`src/design/fsdt_pkg.sv`:
```
// ----------------------------------------------------------------------------
// fsdt_pkg: shared types for the feed sequence / de-dup / tally block
// Sequencer states and control groups for the channel and symbol cells.
// ----------------------------------------------------------------------------
`default_nettype none
package fsdt_pkg;

    localparam int KindW = 2;
    localparam int ChanW = 16;
    localparam int SeqW  = 32;
    localparam int IdW   = 64;
    localparam int SymW  = 64;
    localparam int QtyW  = 32;
    localparam int CntW  = 32;
    localparam int SumW  = 64;

    localparam logic [KindW-1:0] KIND_EXEC = 2'd0;
    localparam logic [KindW-1:0] KIND_EOD  = 2'd1;

    typedef enum logic [2:0] {
        S_IDLE,
        S_CHAN,
        S_SCAN,
        S_SYM,
        S_RES
    } t_state;

    // broadcast to every channel cell
    typedef struct packed {
        logic             upd;     // update the hit cell's last sequence
        logic [ChanW-1:0] key;
        logic [SeqW-1:0]  seq;
    } t_chan_ctl;

    // broadcast to every symbol cell
    typedef struct packed {
        logic             upd;     // tally step this cycle
        logic             miss;    // no cell holds the key
        logic             exec;    // add a trade and the quantity
        logic [SymW-1:0]  key;
        logic [SumW-1:0]  qty;
    } t_sym_ctl;

endpackage
`default_nettype wire

```
`src/design/fsdt_sym_cell.sv`:
```
// ----------------------------------------------------------------------------
// fsdt_sym_cell: one symbol tally slot
// Key, saturating trade count and wrapping quantity sum; free-slot chain.
// ----------------------------------------------------------------------------
`default_nettype none
module fsdt_sym_cell
    import fsdt_pkg::*;
(
    input  wire logic            i_clk,
    input  wire logic            i_rst_n,
    input  wire t_sym_ctl        i_ctl,
    input  wire logic            i_free_in,  // a free slot exists to the left
    output logic                 o_free_out,
    output logic                 o_hit,
    output logic [CntW-1:0]      o_trades,
    output logic [SumW-1:0]      o_qty
);

    logic            r_used;
    logic [SymW-1:0] r_key;
    logic [CntW-1:0] r_trades;
    logic [SumW-1:0] r_qty;
    logic            w_take;

    assign o_hit      = r_used && (r_key == i_ctl.key);
    assign o_free_out = i_free_in || !r_used;
    assign w_take     = !r_used && !i_free_in && i_ctl.upd && i_ctl.miss;
    assign o_trades   = r_trades;
    assign o_qty      = r_qty;

    always_ff @(posedge i_clk) begin
        if (!i_rst_n) begin
            r_used <= 1'b0;
        end else if (w_take) begin
            r_used <= 1'b1;
        end
    end

    always_ff @(posedge i_clk) begin
        if (w_take) begin
            r_key    <= i_ctl.key;
            r_trades <= i_ctl.exec ? CntW'(1) : '0;
            r_qty    <= i_ctl.exec ? i_ctl.qty : '0;
        end else if (i_ctl.upd && i_ctl.exec && o_hit) begin
            if (r_trades != '1) begin
                r_trades <= r_trades + CntW'(1);
            end
            r_qty <= r_qty + i_ctl.qty;
        end
    end

endmodule
`default_nettype wire

```
`config.mk`:
```
export PLATFORM = sky130hd
export DESIGN_NAME = fsdt_sym_cell
export DESIGN_NICKNAME = d
export VERILOG_FILES = /design/src/design/fsdt_pkg.sv /design/src/design/fsdt_sym_cell.sv
export SDC_FILE = /design/constraint.sdc
export NUM_CORES = 1
export LEC_CHECK = 0
export ABC_AREA = 0
export ABC_CLOCK_PERIOD_IN_PS = 11150
export CAP_MARGIN = 10
export CORE_AREA = 5 5 144 146
export DETAILED_ROUTE_END_ITERATION = 8
export DIE_AREA = 0 0 149 151
export DONT_BUFFER_PORTS = 1
export PLACE_DENSITY_LB_ADDON = 0.05
export SYNTH_ARGS = -nofsm -noshare
export SYNTH_HDL_FRONTEND = slang
export SYNTH_SLANG_ARGS = --single-unit
```
`constraint.sdc`:
```
create_clock -name i_clk -period 11.15 [get_ports i_clk]
set_clock_uncertainty 0.1 [all_clocks]
set_input_delay 2.23 -clock i_clk [delete_from_list [all_inputs] [get_ports i_clk]]
set_output_delay 2.23 -clock i_clk [all_outputs]
set_load 0.02 [all_outputs]
```
==> flow_metrics.env <==
export IMPL_grt_pass1_wl_um=40200
export IMPL_drive_gt1_share_pct=5.61
export IMPL_critPathMaxFanout=2
export IMPL_leakagePower_nw=4.02
export IMPL_rsz0062_at_grt="false"
export IMPL_cts_repair_resize_count=0
export IMPL_dpl_hpwl_um=19400
export IMPL_first_global_vias=7666
export IMPL_min_delay_start="r_used"
export IMPL_power_per_cell_area_mw_per_mm2=138
export IMPL_run_status="completed"
export IMPL_max_cap_violations=0
export IMPL_grt_use_total_pct=22.5
export IMPL_synth_nets=1264
export IMPL_clock_root_buffer="clkbuf_16"
export IMPL_slew_viol_final=0
export IMPL_setup_viol=0
export IMPL_port_buffer_count=0
export IMPL_r2r_start="r_used"
export IMPL_hold_violations=0
export IMPL_path_class="in2out"
export IMPL_dr_first_iter_drc_count=422
export IMPL_yosys_area_top_type="edfxtp_1"
export IMPL_synth_yosys_warnings=0
export IMPL_cts_hold_buf=0
export IMPL_htreeDepth=4
export IMPL_place_area_sq_mm=0.0108
export IMPL_ys_flop_type="edfxtp_1"
export IMPL_maxSlewHeadroom_pct=20.5
export IMPL_core_area_sq_mm=0.0193
export IMPL_synth_area_per_cell_sq_um=10.0
export IMPL_fin_setup_tns_ns=0
export IMPL_max_clock_path_buffers=2
export IMPL_crit_required_ns=8.82
export IMPL_rows=51
export IMPL_regToRegSetupSlack_ns=7.02
export IMPL_cts_buffers=17
export IMPL_design_die_area_sq_mm=0.0225
export IMPL_drc_errors=0
export IMPL_crit_arrival_ns=4.13
export IMPL_drt_pre_antenna_iters=5
export IMPL_drt_vias_per_instance=6.01
export IMPL_fin_crit_sh_pct=57.9
export IMPL_insertedDiodeCount=0
export IMPL_areaGrowthSynthToFinish_pct=7.38
export IMPL_fmaxAchievable_mhz=155
export IMPL_nets=1238
export IMPL_num_vias=7917
export IMPL_antenna_found_initial=0
export IMPL_grt_max_degree=84
export IMPL_r2r_cells=6
export IMPL_cts_setup_buffers=0
export IMPL_die_width_um=149
export IMPL_yosys_area_top_type_share_pct=45.1
export IMPL_cts_sinks=161
export IMPL_ys_ff_latch=161
export IMPL_io_pins=232
export IMPL_clk_pin_slew_ns=0.07
export IMPL_synth_cell_type_count=67
export IMPL_ant_nets=0
export IMPL_hold_path_class="reg2reg"
export IMPL_finalCriticalPeriod_ns=6.46
export IMPL_overflow=0
export IMPL_yosys_top_cells_area="edfxtp_1 (45%), ha_1 (7.5%), xnor2_1 (5.7%)"
export IMPL_post_drt_wl_per_cell_um=19.5
export IMPL_cp_start_kind="input port"
export IMPL_ys_seq_area_share_pct=45.3
export IMPL_netlist_instances=1065
export IMPL_holdWs_ns=0.439
export IMPL_place_gp_congestion=0.895
export IMPL_die_y_um=151
export IMPL_synth_edf_count=160
export IMPL_end_kind="output port"
export IMPL_initial_core_util_pct=55.2
export IMPL_yosysMostFrequentCell="edfxtp_1"
export IMPL_finalInstanceArea_sq_mm=0.0114
export IMPL_r2r_end="o_trades[1]"
export IMPL_clock_latency_ns=0.43
export IMPL_ir_drop_uv=116
export IMPL_tightest_slew_ns=1.18
export IMPL_holdPathEnd="r_used"
export IMPL_synth_async_reset_ratio_pct=0
export IMPL_cts_tree="built"
export IMPL_final_core_util_pct=59.3
export IMPL_hold_depth=1
export IMPL_synth_area_sq_mm=0.0106
export IMPL_synthTopCellsByCount="edfxtp_1 (160), nand3_1 (92), o21ai_0 (91)"
export IMPL_drt_total_wl_um=25700
per-layer routing:
layer | GRT usage [%] | vias up | part of all wire, %
met5 | 0 | - | 0
met4 | 6.41 | 0 | 2.0
met3 | 8.26 | 27 | 9.0
met2 | 35.9 | 214 | 46
met1 | 29.0 | 3721 | 43
li1 | - | 3955 | -
cell families (layout without fill, tap and decap cells):
family          Yosys count  after routing  share of synthesized area, %
simple gates            322            322                          15.3
compound gates          297            297                          18.0
flops                   161            161                          45.3
xor+xnor                125            125                          10.3
buf+inv                  94             81                          3.36
fa+ha+maj                65             65                          7.71
mux                       1              1                        0.0940
stage by stage:
| step | cells | worst slack (ns) | power (mW) |
|---|---|---|---|
| detailed placement | 1285 | 4.70 | 1.01 |
| floorplan | 1065 | 5.05 | 0.958 |
| global placement | 1285 | 4.73 | 1.01 |
| global route | 1317 | 4.56 | 1.65 |
| finish | 1317 | 4.69 | 1.58 |
| CTS | 1317 | 4.70 | 1.59 |
registers in the layout, indices dropped and copies added, names as in the netlist:
| name | count |
|---|---|
| r_key | 64 |
| r_used | 1 |
| o_trades | 32 |
| o_qty | 64 |
worst max path at each step:
stage / cells past startpoint / start / slack (ns) / to
6_report: 5 / i_ctl[68] / 4.69 / o_hit
5_1_grt: 5 / i_ctl[68] / 4.56 / o_hit
4_1_cts: 5 / i_ctl[68] / 4.70 / o_hit
3_5_place_dp: 5 / i_ctl[68] / 4.70 / o_hit
3_3_place_gp: 5 / i_ctl[68] / 4.73 / o_hit
2_1_floorplan: 8 / i_ctl[77] / 5.05 / o_trades[0]
worst max-delay path: stages:
cell,delay (ns)
xnor2_1,0.15
nand4_1,0.13
nor4_1,0.46
nand3_1,0.14
nor4_1,1.02
power breakdown:
part / internal (mW) / switching (mW)
Combinational: 0.108 / 0.151
Clock: 0.301 / 0.281
Sequential: 0.703 / 0.0339
Total: 1.11 / 0.467
cell usage in the layout (no fill, tap or decap), drive strengths merged, types with 7 or more instances in the layout:
master   instances
clkbuf          17
or3              7
nor2            61
xor2            56
ha              64
nor4            10
nand2           63
o21bai          13
o21ai           97
edfxtp         160
inv             52
nor2b            7
a31oi            9
o2bb2ai          7
nor3             9
a221oi           8
xnor2           69
nand4           35
a21o            26
a21oi           82
nand3           92
o22ai            9
and4             9
and3            11
layout make-up:
type | instances | area [sq um]
Timing Repair Buffer | 4 | 30.0
Sequential cell | 161 | 4820
Tap cell | 265 | 332
Clock inverter | 15 | 168
Multi-Input combinational cell | 810 | 5480
Inverter | 45 | 174
Fill cell | 1693 | 7840
Clock buffer | 17 | 425
Power figures use the tool's default switching activity.
