<file path="src/design/fsdt_pkg.sv">
// ----------------------------------------------------------------------------
// fsdt_pkg: shared types for the feed sequence / de-dup / tally block
// Sequencer states and control groups for the channel and symbol cells.
// ----------------------------------------------------------------------------
`default_nettype none
package fsdt_pkg;

    localparam int KindW = 2;
    localparam int ChanW = 16;
    localparam int SeqW  = 32;
    localparam int IdW   = 64;
    localparam int SymW  = 64;
    localparam int QtyW  = 32;
    localparam int CntW  = 32;
    localparam int SumW  = 64;

    localparam logic [KindW-1:0] KIND_EXEC = 2'd0;
    localparam logic [KindW-1:0] KIND_EOD  = 2'd1;

    typedef enum logic [2:0] {
        S_IDLE,
        S_CHAN,
        S_SCAN,
        S_SYM,
        S_RES
    } t_state;

    // broadcast to every channel cell
    typedef struct packed {
        logic             upd;     // update the hit cell's last sequence
        logic [ChanW-1:0] key;
        logic [SeqW-1:0]  seq;
    } t_chan_ctl;

    // broadcast to every symbol cell
    typedef struct packed {
        logic             upd;     // tally step this cycle
        logic             miss;    // no cell holds the key
        logic             exec;    // add a trade and the quantity
        logic [SymW-1:0]  key;
        logic [SumW-1:0]  qty;
    } t_sym_ctl;

endpackage
`default_nettype wire

</file>
<file path="src/design/fsdt_chan_cell.sv">
// ----------------------------------------------------------------------------
// fsdt_chan_cell: one channel slot
// Holds a channel key and its last sequence number; matches the broadcast key.
// ----------------------------------------------------------------------------
`default_nettype none
module fsdt_chan_cell
    import fsdt_pkg::*;
(
    input  wire logic            i_clk,
    input  wire logic            i_live,    // slot index below used count
    input  wire logic            i_alloc,   // claim this slot
    input  wire t_chan_ctl       i_ctl,
    output logic                 o_hit,
    output logic [SeqW-1:0]      o_last
);

    logic [ChanW-1:0] r_key;
    logic [SeqW-1:0]  r_last;

    assign o_hit  = i_live && (r_key == i_ctl.key);
    assign o_last = r_last;

    always_ff @(posedge i_clk) begin
        if (i_alloc) begin
            r_key  <= i_ctl.key;
            r_last <= i_ctl.seq;
        end else if (i_ctl.upd && o_hit) begin
            r_last <= i_ctl.seq;
        end
    end

endmodule
`default_nettype wire

</file>
<file path="config.mk">
export PLATFORM = sky130hd
export DESIGN_NAME = fsdt_chan_cell
export DESIGN_NICKNAME = d
export VERILOG_FILES = /design/src/design/fsdt_pkg.sv /design/src/design/fsdt_chan_cell.sv
export SDC_FILE = /design/constraint.sdc
export NUM_CORES = 1
export LEC_CHECK = 0
export ABC_AREA = 1
export BUFFER_PORTS_ARGS = -buffer_cell sky130_fd_sc_hd__buf_2
export CORE_ASPECT_RATIO = 0.7
export CORE_UTILIZATION = 41
export CTS_CLUSTER_SIZE = 12
export DETAILED_ROUTE_END_ITERATION = 10
export GPL_TIMING_DRIVEN = 0
export PLACE_DENSITY = 0.74
export SLEW_MARGIN = 25
export SYNTH_ARGS = -nofsm -noshare
export SYNTH_HDL_FRONTEND = slang
export SYNTH_SLANG_ARGS = --single-unit
export TNS_END_PERCENT = 30
</file>
<file path="constraint.sdc">
create_clock -name i_clk -period 1.7 [get_ports i_clk]
set_input_delay 0 -clock i_clk [delete_from_list [all_inputs] [get_ports i_clk]]
set_output_delay 0 -clock i_clk [all_outputs]
set_load 0.02 [all_outputs]
</file>
==> reports/metrics.yaml, run 1 <==
outcome: "complete, no violations"
grt_antenna_before_repair: 0
share_seq_of_total_power_pct: 51.4
proportion_of_netlist_area_held_by_the_largest_area_contributor_pct: 76.9
dpl_worst_slack_ps: -184
grt_max_degree: 33
wire_length_of_the_first_global_routing_pass_mm: 7.08
route.antenna.remaining_nets: 0
mostFrequentLayoutCells: "84 x buf_2, 48 x dlygate4sd3_1, 48 x edfxtp_1"
hold_path_startpoint: "i_alloc"
fillers: 308
core-area_mm2: 0.00435
criticalPathCategory: "reg -> reg"
p_leak_nw: 1.42
ys_top_cells_by_area: "edfxtp_1 77%, nand2_1 8.8%, inv_1 5.8%"
floorplan.die.height_um: 58.6
synthToLayoutAreaGrowth_pct: 61.6
r2r.worst_path.cells: 7
tns_ps: 0
layout.cell_area.non_filler_mm2: 0.00303
detailed_place.area_mm2: 0.00237
cts_inserted_buffers: 5
final_core_utilization_pct: 69.6
postRouteWirelength_mm: 4.82
buffer_ports.inserted: 84
clock.fmax_mhz: 631
gr-usage-all-layers_pct: 20.1
clock_tree.root_cell: "clkbuf_8"
worst-slew-pin-transition_ps: 429
design.portCount: 85
commonest_non_fill_non_tap_cell_in_the_layout: "buf_2"
power_report.internal_total_mw: 2.15
final_layout_size_suffix_gt1_share_pct: 32.5
initial_util_pct: 43.1
grt_pass1_vias: 1502
max_cap_viol_count: 0
skew_final_ps: 7.16
power_density_mw_per_mm2: 907
worst-path-max-fanout: 8
cts_buffer_depth: 2
netSwitchingPower_mw: 0.602
cp.required_ps: 1710
grt_remaining_overflow: 0
tritoncts: "yes"
power.switching_fraction_pct: 21.9
synthDominantAreaCellType: "edfxtp_1"
seq_area_mm2: 0.00144
sink_count: 48
hold_path.class: "in -> reg"
cells_after_synthesis: 152
max-vdd-ir-drop_v: 0.000646
clk_pin_slew_worst_paths_ps: 90
period_minus_slack_ps: 1580
drt_initial_violations: 115
total_die_area_mm2: 0.00485
synth_cell_types: 12
hold_path_end: "r_key[10]"
critPathCaptureType: "flip-flop"
avgViaCountPerCell: 4.48
final_nets: 347
finalWorstSetupSlack_ps: 116
hold_violations: 0
finalMaxSlewViolations: 0
wl_per_cell_um: 13.8
hold_path_stages: 1
grt_setup_unrepaired: "true"
clock_insertion_delay_worst_skew_ps: 300
yosys_register_bits: 48
dp_hpwl_mm: 2.80
finalSetupViolCount: 0
r2r_start: "r_key[15]"
arrival_ps: 1600
h-tree-depth: 2
synthesis.nets: 204
timing.reg2reg.setup_slack_ps: 120
die_width_um: 82.8
antenna-diode-count: 0
slew-limit-headroom_pct: 71.4
total_power_mw: 2.75
regToRegEndpoint: "o_last[8]"
pwr-share-clk_pct: 34.7
globalplace.congestion: 0.795
drc: 0
finalCritPeriodShare_pct: 93.2
row_count: 20
total_via_count_in_the_routed_design: 1569
drt_pass1_iterations: 4
netlist_area_mm2: 0.00188
startpoint_type: "flip-flop"
multi_input_comb_area_um2: 375
synth.yosys.warnings: 0
synth_seq_area_share_pct: 76.9
power_frac_comb_pct: 14.0
synth.avg_cell_area_um2: 12.3
==> final cells by class <==
| type | count | area share (%) |
|---|---|---|
| Clock inverter | 2 | 1.98 |
| Sequential cell | 48 | 47.5 |
| Clock buffer | 5 | 2.27 |
| Multi-Input combinational cell | 78 | 12.4 |
| Timing Repair Buffer | 133 | 30.0 |
| Inverter | 29 | 3.59 |
| Tap cell | 55 | 2.27 |
==> critical path, stage by stage (launching register included) <==
cell and delay, ps:
edfxtp_1 430, nand2_1 130, nand2_1 60, nand3b_1 150
nor2_1 100, nand4_1 90, buf_4 200, nand2_4 140
==> state kept, by name, summed over array words and instances (netlist names) <==
signal / cells
r_key: 16
o_last: 32
==> synth_stat cells, drive strengths merged <==
cell / instances
nor3b: 2
nand4: 4
a211oi: 1
nand3: 1
nand2: 44
edfxtp: 48
inv: 29
xnor2: 2
and3: 1
o21ai: 1
nand3b: 2
nor2: 17
==> what timing repair did <==
action / in CTS / in global routing
hold buffers: 48 / 0
endpoints found under the setup margin: 32 / 32
cloned: 0 / 3
pin swaps: 0 / 3
setup buffers: 0 / 1
gates resized for setup: 2 / 1
hold endpoints to repair: 48 / 0
==> per-layer routing <==
layer / vias to the layer above / track usage [%] / wire length [µm]
li1: 782 / - / -
met1: 721 / 21.7 / 1950
met2: 58 / 38.9 / 2580
met3: 8 / 4.49 / 215
met4: 0 / 8.37 / 74
met5: - / 0 / 0
==> worst max path at each step <==
stage	from	endpoint	slack [ps]	cells after the start
2_1_floorplan	r_key[7]	o_last[0]	90	7
3_3_place_gp	r_key[12]	o_last[28]	-160	7
3_5_place_dp	r_key[12]	o_last[19]	-180	7
4_1_cts	r_key[2]	o_last[11]	30	5
5_1_grt	r_key[10]	o_last[8]	-60	8
6_report	r_key[15]	o_last[8]	120	7
==> stage by stage <==
stage | hold WS [ps] | cells
detailed placement | 178 | 291
global placement | 177 | 291
floorplan | 98.9 | 152
global route | 162 | 350
CTS | 151 | 346
finish | 143 | 350
==> power groups by stage <==
stage | Sequential (mW) | Clock [mW] | Combinational, mW
6_report | 1.41 | 0.953 | 0.384
5_1_grt | 1.42 | 1.01 | 0.419
3_3_place_gp | 1.43 | 0 | 0.276
3_5_place_dp | 1.44 | 0 | 0.284
2_1_floorplan | 1.49 | 0 | 0.0950
4_1_cts | 1.41 | 0.959 | 0.372
==> logic make-up after synthesis <==
group                     share of synthesized area [%]
xor gates and xnor gates                          0.934
AOI/OAI and AO/OA                                 0.667
buffers and inverters                              5.80
DFF                                                76.9
and+or+nand+nor                                    15.7
Note: power is estimated with default switching activity, not from simulation.
==> inputs of run 2 (changes only) <==
--- a/config.mk
+++ b/config.mk
@@ -13,6 +13,7 @@
 export DETAILED_ROUTE_END_ITERATION = 10
 export GPL_TIMING_DRIVEN = 0
 export PLACE_DENSITY = 0.74
+export RECOVER_POWER = 50
 export SLEW_MARGIN = 25
 export SYNTH_ARGS = -nofsm -noshare
 export SYNTH_HDL_FRONTEND = slang
==> run 2 against run 1 <==
Compared with the run above:
- global-route usage is the same
- wire length is essentially flat
- first-iteration DRC count is the same
==> reports/metrics.yaml, run 2 (synthesis results as in run 1) <==
slew-limit-headroom_pct: 71.4  # about the same
cp.required_ps: 1710  # about the same
h-tree-depth: 2  # unchanged
dp_cells: 291  # unchanged
dpl_worst_slack_ps: -184  # unchanged
row_count: 20  # unchanged
core-area_mm2: 0.00435  # unchanged
sink_count: 48  # unchanged
max_cap_viol_count: 0  # unchanged
initial_util_pct: 43.1  # unchanged
seq_area_mm2: 0.00144  # unchanged
final_nets: 347  # unchanged
critPathCaptureType: "flip-flop"  # unchanged
finalCritPeriodShare_pct: 93.2  # about the same
synthToLayoutAreaGrowth_pct: 61.4  # was 61.6%
max-vdd-ir-drop_v: 0.000646  # about the same
outcome: "complete, no violations"  # unchanged
timing.hold.ws_ps: 142  # was 143 ps
clk_pin_slew_worst_paths_ps: 90  # about the same
postRouteWirelength_mm: 4.82  # about the same
finish.cell_count_without_fillers: 350  # unchanged
dp_hpwl_mm: 2.80  # unchanged
design.portCount: 85  # unchanged
wl_per_cell_um: 13.8  # about the same
fillers: 311  # was 308
buffer_ports.inserted: 84  # unchanged
tritoncts: "yes"  # unchanged
dominant_cell_type_by_count_on_the_critical_path: "nand2_1"  # unchanged
drc: 0  # unchanged
detailed_place.area_mm2: 0.00237  # unchanged
finalMaxSlewViolations: 0  # unchanged
mostFrequentLayoutCells: "81 x buf_2, 48 x dlygate4sd3_1, 48 x edfxtp_1"  # was 84 x buf_2, 48 x dlygate4sd3_1, 48 x edfxtp_1
route.antenna.remaining_nets: 0  # unchanged
floorplan.die.height_um: 58.6  # unchanged
drt_initial_violations: 115  # unchanged
hold_violations: 0  # unchanged
timing.critical_path.max_delay_family: "simple AND/OR/NAND/NOR gates"  # unchanged
grt_remaining_overflow: 0  # unchanged
p_leak_nw: 1.41  # was 1.42 nW
skew_final_ps: 6.99  # was 7.16 ps
layout.cell_area.non_filler_mm2: 0.00303  # about the same
cts_inserted_buffers: 5  # unchanged
worst-path-max-fanout: 8  # unchanged
antenna-diode-count: 0  # unchanged
crit_path_cell_trace: "nand2_1 > nand2_1 > nand3b_1 > nor2_1 > nand4_1 > buf_4 > nand2_4"  # unchanged
wire_length_of_the_first_global_routing_pass_mm: 7.08  # unchanged
multi_input_comb_area_um2: 375  # unchanged
finalSetupViolCount: 0  # unchanged
clock_tree.root_cell: "clkbuf_8"  # unchanged
critical-path-slowest-cell: "edfxtp_1"  # unchanged
finalWorstSetupSlack_ps: 116  # about the same
cts_buffer_depth: 2  # unchanged
total_die_area_mm2: 0.00485  # unchanged
largest_reg_flops: 32  # unchanged
globalplace.congestion: 0.795  # unchanged
criticalPathCategory: "reg -> reg"  # unchanged
arrival_ps: 1600  # about the same
final_core_utilization_pct: 69.5  # was 69.6%
crit_buf_inv: 1  # unchanged
final_layout_size_suffix_gt1_share_pct: 31.5  # was 32.5%
drt_pass1_iterations: 4  # unchanged
avgViaCountPerCell: 4.49  # was 4.48
commonest_non_fill_non_tap_cell_in_the_layout: "buf_2"  # unchanged
grt_antenna_before_repair: 0  # unchanged
total_via_count_in_the_routed_design: 1570  # was 1569
period_minus_slack_ps: 1580  # about the same
worst-slew-pin-transition_ps: 428  # was 429 ps
startpoint_type: "flip-flop"  # unchanged
grt_max_degree: 33  # unchanged
die_width_um: 82.8  # unchanged
slowest_delay_ps: 430  # about the same
grt_pass1_vias: 1502  # unchanged
power_density_mw_per_mm2: 908  # was 907 mW/mm²
grt_setup_unrepaired: "true"  # unchanged
hold_path.class: "in -> reg"  # unchanged
gr-usage-all-layers_pct: 20.1  # unchanged
clock_insertion_delay_worst_skew_ps: 300  # about the same
clock.fmax_mhz: 631  # about the same
## run 2: changes by cell type in the layout (fill, tap and decap cells not counted)
cell / delta
clkbuf_1: +3
buf_2: -3
## run 2: report_power, final
group | internal [mW] | leakage [nW] | switching [mW]
Combinational | 0.183 | 0.878 | 0.200
Clock | 0.579 | 0.0642 | 0.375
Sequential | 1.39 | 0.470 | 0.0271
Total | 2.15 | 1.41 | 0.603
## run 2: area by class of cell
cell class	instances	area share [%]
clock buffer	5	2.27
clock inverter	2	1.98
multi-input combinational	78	12.4
timing repair buffer	133	29.9
sequential	48	47.6
tap	55	2.27
inverter	29	3.60
## run 2: layer usage
| layer | vias to the layer above | wire, µm | global-route usage [%] |
|---|---|---|---|
| met3 | 8 | 215 | 4.49 |
| met5 | - | 0 | 0 |
| met2 | 58 | 2580 | 38.9 |
| met4 | 0 | 74 | 8.37 |
| li1 | 782 | - | - |
| met1 | 722 | 1960 | 21.7 |
## run 2: worst register-to-register path, stage by stage, from the launching register on
cell and delay [ps]:
edfxtp_1 430, nand2_1 130, nand2_1 60, nand3b_1 150, nor2_1 100, nand4_1 90
buf_4 200, nand2_4 140
## run 2: worst paths after layout
| path | startpoint | endpoint | slack, ps | cells after the start |
|---|---|---|---|---|
| setup / recovery | r_key[15] | o_last[8] | 120 | 7 |
| hold / removal | i_alloc | r_key[10] | 140 | 1 |
| setup reg to reg | r_key[15] | o_last[8] | 120 | 7 |
| hold reg to reg | r_key[11] | o_last[6] | 1080 | 6 |
## run 2: per-stage QoR
step	TNS [ps]	total power [mW]
after global placement	-5040	1.71
after floorplan	0	1.58
after detailed placement	-5880	1.72
after global routing	-1190	2.85
final	0	2.75
after CTS	0	2.74
## run 2: repair_timing
item,in CTS,in global routing
pin swaps,0,3
endpoints found under the setup margin,32,32
hold buffers,48,0
buffers inserted,0,1
hold endpoints to repair,48,0
gates resized for setup,2,1
gates cloned,0,3
